--- config.mk ---
export PLATFORM = sky130hd
export DESIGN_NAME = npcs_ctrl
export DESIGN_NICKNAME = d
export VERILOG_FILES = /design/src/rtl/core/npcs_pkg.sv /design/src/rtl/core/npcs_ctrl.sv
export VERILOG_INCLUDE_DIRS = /design/src /design/src/rtl/core
export SDC_FILE = /design/constraint.sdc
export NUM_CORES = 1
export LEC_CHECK = 0
export ABC_AREA = 1
export BUFFER_PORTS_ARGS = -buffer_cell sky130_fd_sc_hd__buf_2
export CAP_MARGIN = 20
export CORE_AREA = 2 2 69 71
export CTS_CLUSTER_SIZE = 14
export DETAILED_ROUTE_END_ITERATION = 12
export DIE_AREA = 0 0 71 73
export MAX_ROUTING_LAYER = met4
export PLACE_DENSITY = 0.59
export SETUP_SLACK_MARGIN = 0.15
export SYNTH_ARGS = -nofsm -noshare
export SYNTH_HDL_FRONTEND = slang
export SYNTH_SLANG_ARGS = --single-unit
export TNS_END_PERCENT = 30
--- constraint.sdc ---
create_clock -name i_clk -period 1.6 [get_ports i_clk]
set_clock_uncertainty 0.15 [all_clocks]
set_input_delay 0.24 -clock i_clk [delete_from_list [all_inputs] [get_ports i_clk]]
set_output_delay 0.24 -clock i_clk [all_outputs]
set_load 0.03 [all_outputs]
--- src/rtl/core/nearest_palette_color_search_macros.svh ---
// assertion macros shared by the palette search modules
`ifndef NEAREST_PALETTE_COLOR_SEARCH_MACROS_SVH
`define NEAREST_PALETTE_COLOR_SEARCH_MACROS_SVH

// same-cycle implication, disabled while reset is held
`define NPCS_ASSERT_IMPL(label, clk, rst_n, ante, cons, msg) \
    label: assert property (@(posedge clk) disable iff (!rst_n) (ante) |-> (cons)) \
        else $error(msg);

// next-cycle implication, disabled while reset is held
`define NPCS_ASSERT_NEXT(label, clk, rst_n, ante, cons, msg) \
    label: assert property (@(posedge clk) disable iff (!rst_n) (ante) |=> (cons)) \
        else $error(msg);

`endif

--- src/rtl/core/npcs_pkg.sv ---
// types and constants of the nearest palette color search
`default_nettype none

package npcs_pkg;

    localparam int OP_W    = 1;
    localparam int IDX_W   = 8;
    localparam int COLOR_W = 24;
    localparam int CHAN_W  = 8;
    localparam int SQ_W    = 16;
    localparam int DIST_W  = 18;
    localparam int SIZE_W  = 9;
    localparam int INDEX_LIMIT = 256;

    localparam logic [OP_W-1:0] OP_WRITE    = 1'b0;
    localparam logic [OP_W-1:0] OP_CLASSIFY = 1'b1;

    localparam logic [SIZE_W-1:0] SIZE_RESET = 9'd1;
    localparam logic [DIST_W-1:0] DIST_MAX   = 18'd195075;

    typedef enum logic [2:0] {
        ST_CLEAR,
        ST_IDLE,
        ST_SEARCH,
        ST_DRAIN,
        ST_DELIVER
    } t_state;

    typedef struct packed {
        logic clear;     // zero one store entry
        logic wr_entry;  // write the accepted entry word
        logic capture;   // hold the accepted pixel
        logic issue;     // read one entry for comparison
        logic first;     // issued entry is the first of the search
        logic last;      // issued entry is the last of the search
        logic load_out;  // move the winner into the output register
    } t_cmd;

    typedef struct packed {
        logic done;      // last comparison has updated the best
        logic out_busy;  // output register holds a word that is not taken
    } t_status;

endpackage

`default_nettype wire

--- src/rtl/core/npcs_ctrl.sv ---
// controller: clear pass, entry counter, search sequencing and delivery
`default_nettype none

module npcs_ctrl #(
    parameter int PALETTE_DEPTH = 256
) (
    input  wire logic                                  i_clk,
    input  wire logic                                  i_rst_n,
    input  wire logic                                  i_valid,
    input  wire logic [npcs_pkg::OP_W-1:0]             i_op,
    input  wire logic                                  i_cfg_we,
    input  wire logic [npcs_pkg::SIZE_W-1:0]           i_cfg_data,
    input  wire npcs_pkg::t_status                     i_status,
    output logic                                       o_stall,
    output npcs_pkg::t_cmd                             o_cmd,
    output logic [$clog2((PALETTE_DEPTH < npcs_pkg::INDEX_LIMIT) ?
                         PALETTE_DEPTH : npcs_pkg::INDEX_LIMIT)-1:0] o_cnt
);

    `include "nearest_palette_color_search_macros.svh"

    localparam int LIMIT = (PALETTE_DEPTH < npcs_pkg::INDEX_LIMIT) ?
                           PALETTE_DEPTH : npcs_pkg::INDEX_LIMIT;
    localparam int SW = $clog2(LIMIT);

    npcs_pkg::t_state            r_state, n_state;
    logic [SW-1:0]               r_cnt, n_cnt;
    logic [SW-1:0]               r_last, n_last;
    logic [npcs_pkg::SIZE_W-1:0] r_size, n_size;
    logic [npcs_pkg::SIZE_W-1:0] w_last_full;
    logic                        w_accept;
    logic                        w_at_end;

    assign w_accept = (r_state == npcs_pkg::ST_IDLE) && i_valid;
    assign w_at_end = (r_cnt == r_last);

    // zero and oversize sizes clamp to one and to the searchable limit
    always_comb begin
        if (r_size == '0) begin
            w_last_full = '0;
        end else if (r_size > npcs_pkg::SIZE_W'(LIMIT)) begin
            w_last_full = npcs_pkg::SIZE_W'(LIMIT - 1);
        end else begin
            w_last_full = r_size - 1'b1;
        end
    end

    // next state
    always_comb begin
        n_state = r_state;
        case (r_state)
            npcs_pkg::ST_CLEAR: begin
                if (r_cnt == SW'(LIMIT - 1)) begin
                    n_state = npcs_pkg::ST_IDLE;
                end
            end
            npcs_pkg::ST_IDLE: begin
                if (w_accept && (i_op == npcs_pkg::OP_CLASSIFY)) begin
                    n_state = npcs_pkg::ST_SEARCH;
                end
            end
            npcs_pkg::ST_SEARCH: begin
                if (w_at_end) begin
                    n_state = npcs_pkg::ST_DRAIN;
                end
            end
            npcs_pkg::ST_DRAIN: begin
                if (i_status.done) begin
                    n_state = npcs_pkg::ST_DELIVER;
                end
            end
            npcs_pkg::ST_DELIVER: begin
                if (!i_status.out_busy) begin
                    n_state = npcs_pkg::ST_IDLE;
                end
            end
            default: begin
                n_state = npcs_pkg::ST_IDLE;
            end
        endcase
    end

    // outputs
    always_comb begin
        o_cmd   = '0;
        o_stall = 1'b1;
        case (r_state)
            npcs_pkg::ST_CLEAR: begin
                o_cmd.clear = 1'b1;
            end
            npcs_pkg::ST_IDLE: begin
                o_stall        = 1'b0;
                o_cmd.wr_entry = w_accept && (i_op == npcs_pkg::OP_WRITE);
                o_cmd.capture  = w_accept && (i_op == npcs_pkg::OP_CLASSIFY);
            end
            npcs_pkg::ST_SEARCH: begin
                o_cmd.issue = 1'b1;
                o_cmd.first = (r_cnt == '0);
                o_cmd.last  = w_at_end;
            end
            npcs_pkg::ST_DRAIN: begin
                o_cmd = '0;
            end
            npcs_pkg::ST_DELIVER: begin
                o_cmd.load_out = !i_status.out_busy;
            end
            default: begin
                o_cmd = '0;
            end
        endcase
    end

    // counter, search length and size register
    always_comb begin
        n_cnt  = r_cnt;
        n_last = r_last;
        n_size = r_size;
        if (i_cfg_we) begin
            n_size = i_cfg_data;
        end
        if ((r_state == npcs_pkg::ST_CLEAR) || (r_state == npcs_pkg::ST_SEARCH)) begin
            n_cnt = r_cnt + 1'b1;
        end
        if (o_cmd.capture) begin
            n_cnt  = '0;
            n_last = w_last_full[SW-1:0];
        end
    end

    always_ff @(posedge i_clk) begin
        if (!i_rst_n) begin
            r_state <= npcs_pkg::ST_CLEAR;
            r_cnt   <= '0;
            r_size  <= npcs_pkg::SIZE_RESET;
        end else begin
            r_state <= n_state;
            r_cnt   <= n_cnt;
            r_size  <= n_size;
        end
        r_last <= n_last;
    end

    assign o_cnt = r_cnt;

    `NPCS_ASSERT_IMPL(a_cnt_in_range, i_clk, i_rst_n,
        r_state == npcs_pkg::ST_SEARCH, r_cnt <= r_last,
        "search counter ran past the last entry")
    `NPCS_ASSERT_NEXT(a_drain_to_deliver, i_clk, i_rst_n,
        (r_state == npcs_pkg::ST_DRAIN) && i_status.done, r_state == npcs_pkg::ST_DELIVER,
        "finished search did not move to delivery")
    `NPCS_ASSERT_IMPL(a_stall_when_busy, i_clk, i_rst_n,
        r_state != npcs_pkg::ST_IDLE, o_stall,
        "input taken while the search was busy")

endmodule

`default_nettype wire

# Word level (Yosys, flattened, before mapping)
# Index checks and enable logic that the tools add are counted.
[word_totals]
register_bits = 28
inputBits = 16
output_inout_bits = 16
word_cells = 42
[op_classes]
addsub = 2
order_cmp = 1
n_eq_ne = 11
muxes = 12
bitwise_logic = 2
reduce_logical = 10
[op_table]
columns = ["operator", "count"]
rows = [
  ["$mux 3", 6],
  ["$pmux 3 s5", 1],
  ["$gt 9x9->1 const B", 1],
  ["$logic_not 9->1", 1],
  ["$add 8x1->8 const B", 1],
  ["$eq 8x8->1", 1],
  ["$eq 8x8->1 const B", 1],
  ["$logic_not 8->1", 1],
  ["$mux 8", 1],
  ["$ne 2x2->1 const B", 4],
  ["$sub 8x1->8 const B", 1],
  ["$eq 3x2->1 const B", 2],
  ["$reduce_and 5->1", 1],
  ["$eq 3x1->1 const B", 1],
  ["$eq 3x3->1 const B", 1],
  ["$logic_and 1x1->1", 3],
  ["$logic_not 3->1", 1],
  ["$mux 1", 3],
  ["$mux 2", 1],
  ["$ne 2x1->1 const B", 1],
  ["$not 1->1", 2],
  ["$reduce_or 2->1", 1],
  ["$logic_not 1->1", 1],
  ["$logic_or 1x1->1", 1],
]

# Longest topological paths before layout
[depth]
depth_word = 5
depth_mapped = 11
depth_no_buf = 11

# Worst setup path after synthesis
# Ideal clock, no wire load.
[synth_path]
path_kind = "register -> output"
start = "reg r_state[2]"
end = "out o_cmd[2] in the netlist's numbering"
arrival_time_ps = 1842
t_required_ps = 1210
path_slack_ps = -632
path_stages_with_launch = 6
path_buffers = 0
cell_sequence = "dfxtp_1 nor2_4 inv_2 nor2_1 inv_1 nor3_1"
[synth_rtl]
columns = ["element", "line_no", "text"]
rows = [
  ["start, declared", "npcs_ctrl.sv:26", "npcs_pkg::t_state r_state, n_state;"],
  ["start signal, assigned", "npcs_ctrl.sv:132", "r_state <= npcs_pkg::ST_CLEAR;"],
  ["start signal, assigned", "npcs_ctrl.sv:136", "r_state <= n_state;"],
  ["end, declared", "npcs_ctrl.sv:15", "output npcs_pkg::t_cmd o_cmd,"],
]

==> out/metrics.yaml <==
numPortBuffers: 31
final-hold-violation-count: 0
slew_violations: 0
rows: 25
clk_path_buf_depth: 2
die_w_um: 71
grt_pass1_vias: 1271
dp_hpwl_um: 2550
first_iter_violations: 76
peakVddDrop_mv: 0.340
cts_buffers: 3
grt_max_degree: 16
syn_area_per_cell_um2: 7.26
synth_commonest_cells: "45 x nand2_1, 38 x nor2_1, 26 x inv_1"
synth_top_area_share: 0.263
synthSimpleGateAreaFrac: 0.323
synth_top_family_by_area: "simple AND/OR/NAND/NOR gates"
cp_max_fo: 4
synth.most_common_cell: "nand2_1"
final-setup-viol-count: 4
synth_xor_xnor_area_share: 0.0345
finalInstanceArea_um2: 2210
grt_antenna_before_repair: 0
viasPerCell: 4.69
max_slew_margin: 0.811
setup_slack_ns: -0.155
synth_seq_cells: 28
required_ns: 1.21
clkSlewWorstSetupHoldPaths_ns: 0.10
root_buffer: "clkbuf_8"
cts_tree: "yes"
min_period_ns: 1.75
rr_worst_depth: 8
fmax_mhz: 570
drtPass1Iterations: 4
synthMuxAreaShare: 0
power.density_nw_per_um2: 818
grt_pass1_wl_um: 5530
wirelength_um: 3670
cp-end-kind: "output port"
area_growth_pct: 45.2
whs_path_depth: 3
n_fill_cell: 469
cts_sinks: 28
hold_class: "input port to register"
crit_type: "register to output port"
synthAdderAreaFrac: 0.0328
clk_latency_ns: 0.28
wl_per_cell_um: 11.8
grt_overflow: 0
synthCells: 210
p_leak_uw: 0.000918
synth_compound_area_frac: 0.110
yosys_warnings: 0
tightest_slew_ns: 0.283
grtUsageTotal: 0.143
yosysTopAreaCell: "dfxtp_1"
postPlaceCellArea_um2: 1830
synth_edf_count: 8
nets: 277
vias: 1454
seq_area_frac_synth: 0.420
htreeDepth: 1
post-route-period-util: 1.10
violations: "setup timing"
async_flop_share: 0
initial_core_util: 0.336
die-area_um2: 5180
synth_cell_types: 30
syn_nets: 230
fp.dieH_um: 73
antenna-diode-count: 0
cp-start-kind: "register"
rsz0062_at_grt: "yes"
syn-cell-area_um2: 1520
outcome: "complete, but fails checks"
drive_gt1_frac: 0.453
ys.flop_type: "dfxtp_1"
yosys-top-cells-area: "dfxtp_1 26%, edfxtp_1 16%, nand2_1 11%, nor2_1 9.4%, inv_1 6.4%"
ant_nets: 0
finalPower_uw: 1810
fp.coreArea_um2: 4540
io_pins: 32
crit_arrival_ns: 1.36
cap_violations: 0
place.gp.congestion: 0.901
drc: 0
-- power by group --
group	switching, µW	total, µW	internal [µW]
Combinational	325	567	242
Sequential	58.0	842	784
Clock	227	399	173
Total	610	1810	1200
-- registers in the layout, summed over array words and instances (netlist names) --
register  flops
o_cnt         8
r_size        9
r_state       3
r_last        8
-- path summary, 6_finish.rpt --
kind	slack [ns]	end	startpoint
worst max-delay path	-0.15	o_cmd[1]	o_cnt[7]
worst min-delay path	0.03	r_size[4]	i_cfg_data[4]
worst max register to register	0.04	r_last[7]	r_size[0]
worst min register to register	0.39	o_cnt[4]	o_cnt[4]
-- layout make-up --
type                       instances  area (µm²)  area share
clock buffer                       3        41.3      0.0187
clock inverter                     1        3.75     0.00170
inverter                          30         135      0.0611
multi-input combinational        150         960       0.434
sequential                        28         682       0.308
tap                               54        67.6      0.0305
timing repair buffer              44         323       0.146
-- per-layer routing --
| metal | vias up | wire [µm] | share of wire | GRT usage |
|---|---|---|---|---|
| li1 | 767 | - | - | - |
| met1 | 648 | 1560 | 0.43 | 0.157 |
| met2 | 33 | 1890 | 0.51 | 0.246 |
| met3 | 6 | 137 | 0.037 | 0.0262 |
| met4 | 0 | 79 | 0.022 | 0.0734 |
| met5 | - | 0 | 0 | - |
-- cell families after synthesis --
family          Yosys count
fa+ha+maj                 4
buf+inv                  32
simple gates            110
flops                    28
compound gates           30
xor+xnor                  6
-- cell usage in the layout, fill, tap and decap left out, types with 4 or more instances in the layout --
cell type	instances
inv_1	15
nor3_1	4
nor2_2	5
buf_4	10
nand2_2	4
dfxtp_4	9
dfxtp_1	5
nor2_1	28
xnor2_1	4
edfxtp_1	8
o21ai_0	10
nor2_4	11
inv_2	6
a21oi_1	7
buf_6	10
dfxtp_2	6
nand2_1	40
buf_2	23
inv_4	7
nand4_1	6
-- per-stage QoR --
stage               std cells  hold slack, ns   util  TNS [ns]  setup WS, ns
finish                    310          0.0251  0.488    -0.374        -0.155
CTS                       307          0.0279  0.451    -0.434        -0.167
global route              310          0.0296  0.488    -0.753        -0.225
detailed placement        296           0.318  0.403         0       0.00299
global placement          296           0.309  0.403         0        0.0610
floorplan                 210           0.215      -         0        0.0209
-- what timing repair did --
action	CTS	global route
setup buffers	7	3
hold buffers	0	0
resized for setup	39	45
setup endpoints to repair	26	35
pin swaps	11	10
-- critical path: stages, from the launching register on --
cell and delay (ns):
dfxtp_2 0.35, inv_1 0.11, nand2_1 0.07, nand2_1 0.07
nand2_1 0.05, nor2_1 0.11, nand2_2 0.09, nor2_4 0.09
buf_6 0.14
Power figures use the tool's default switching activity.
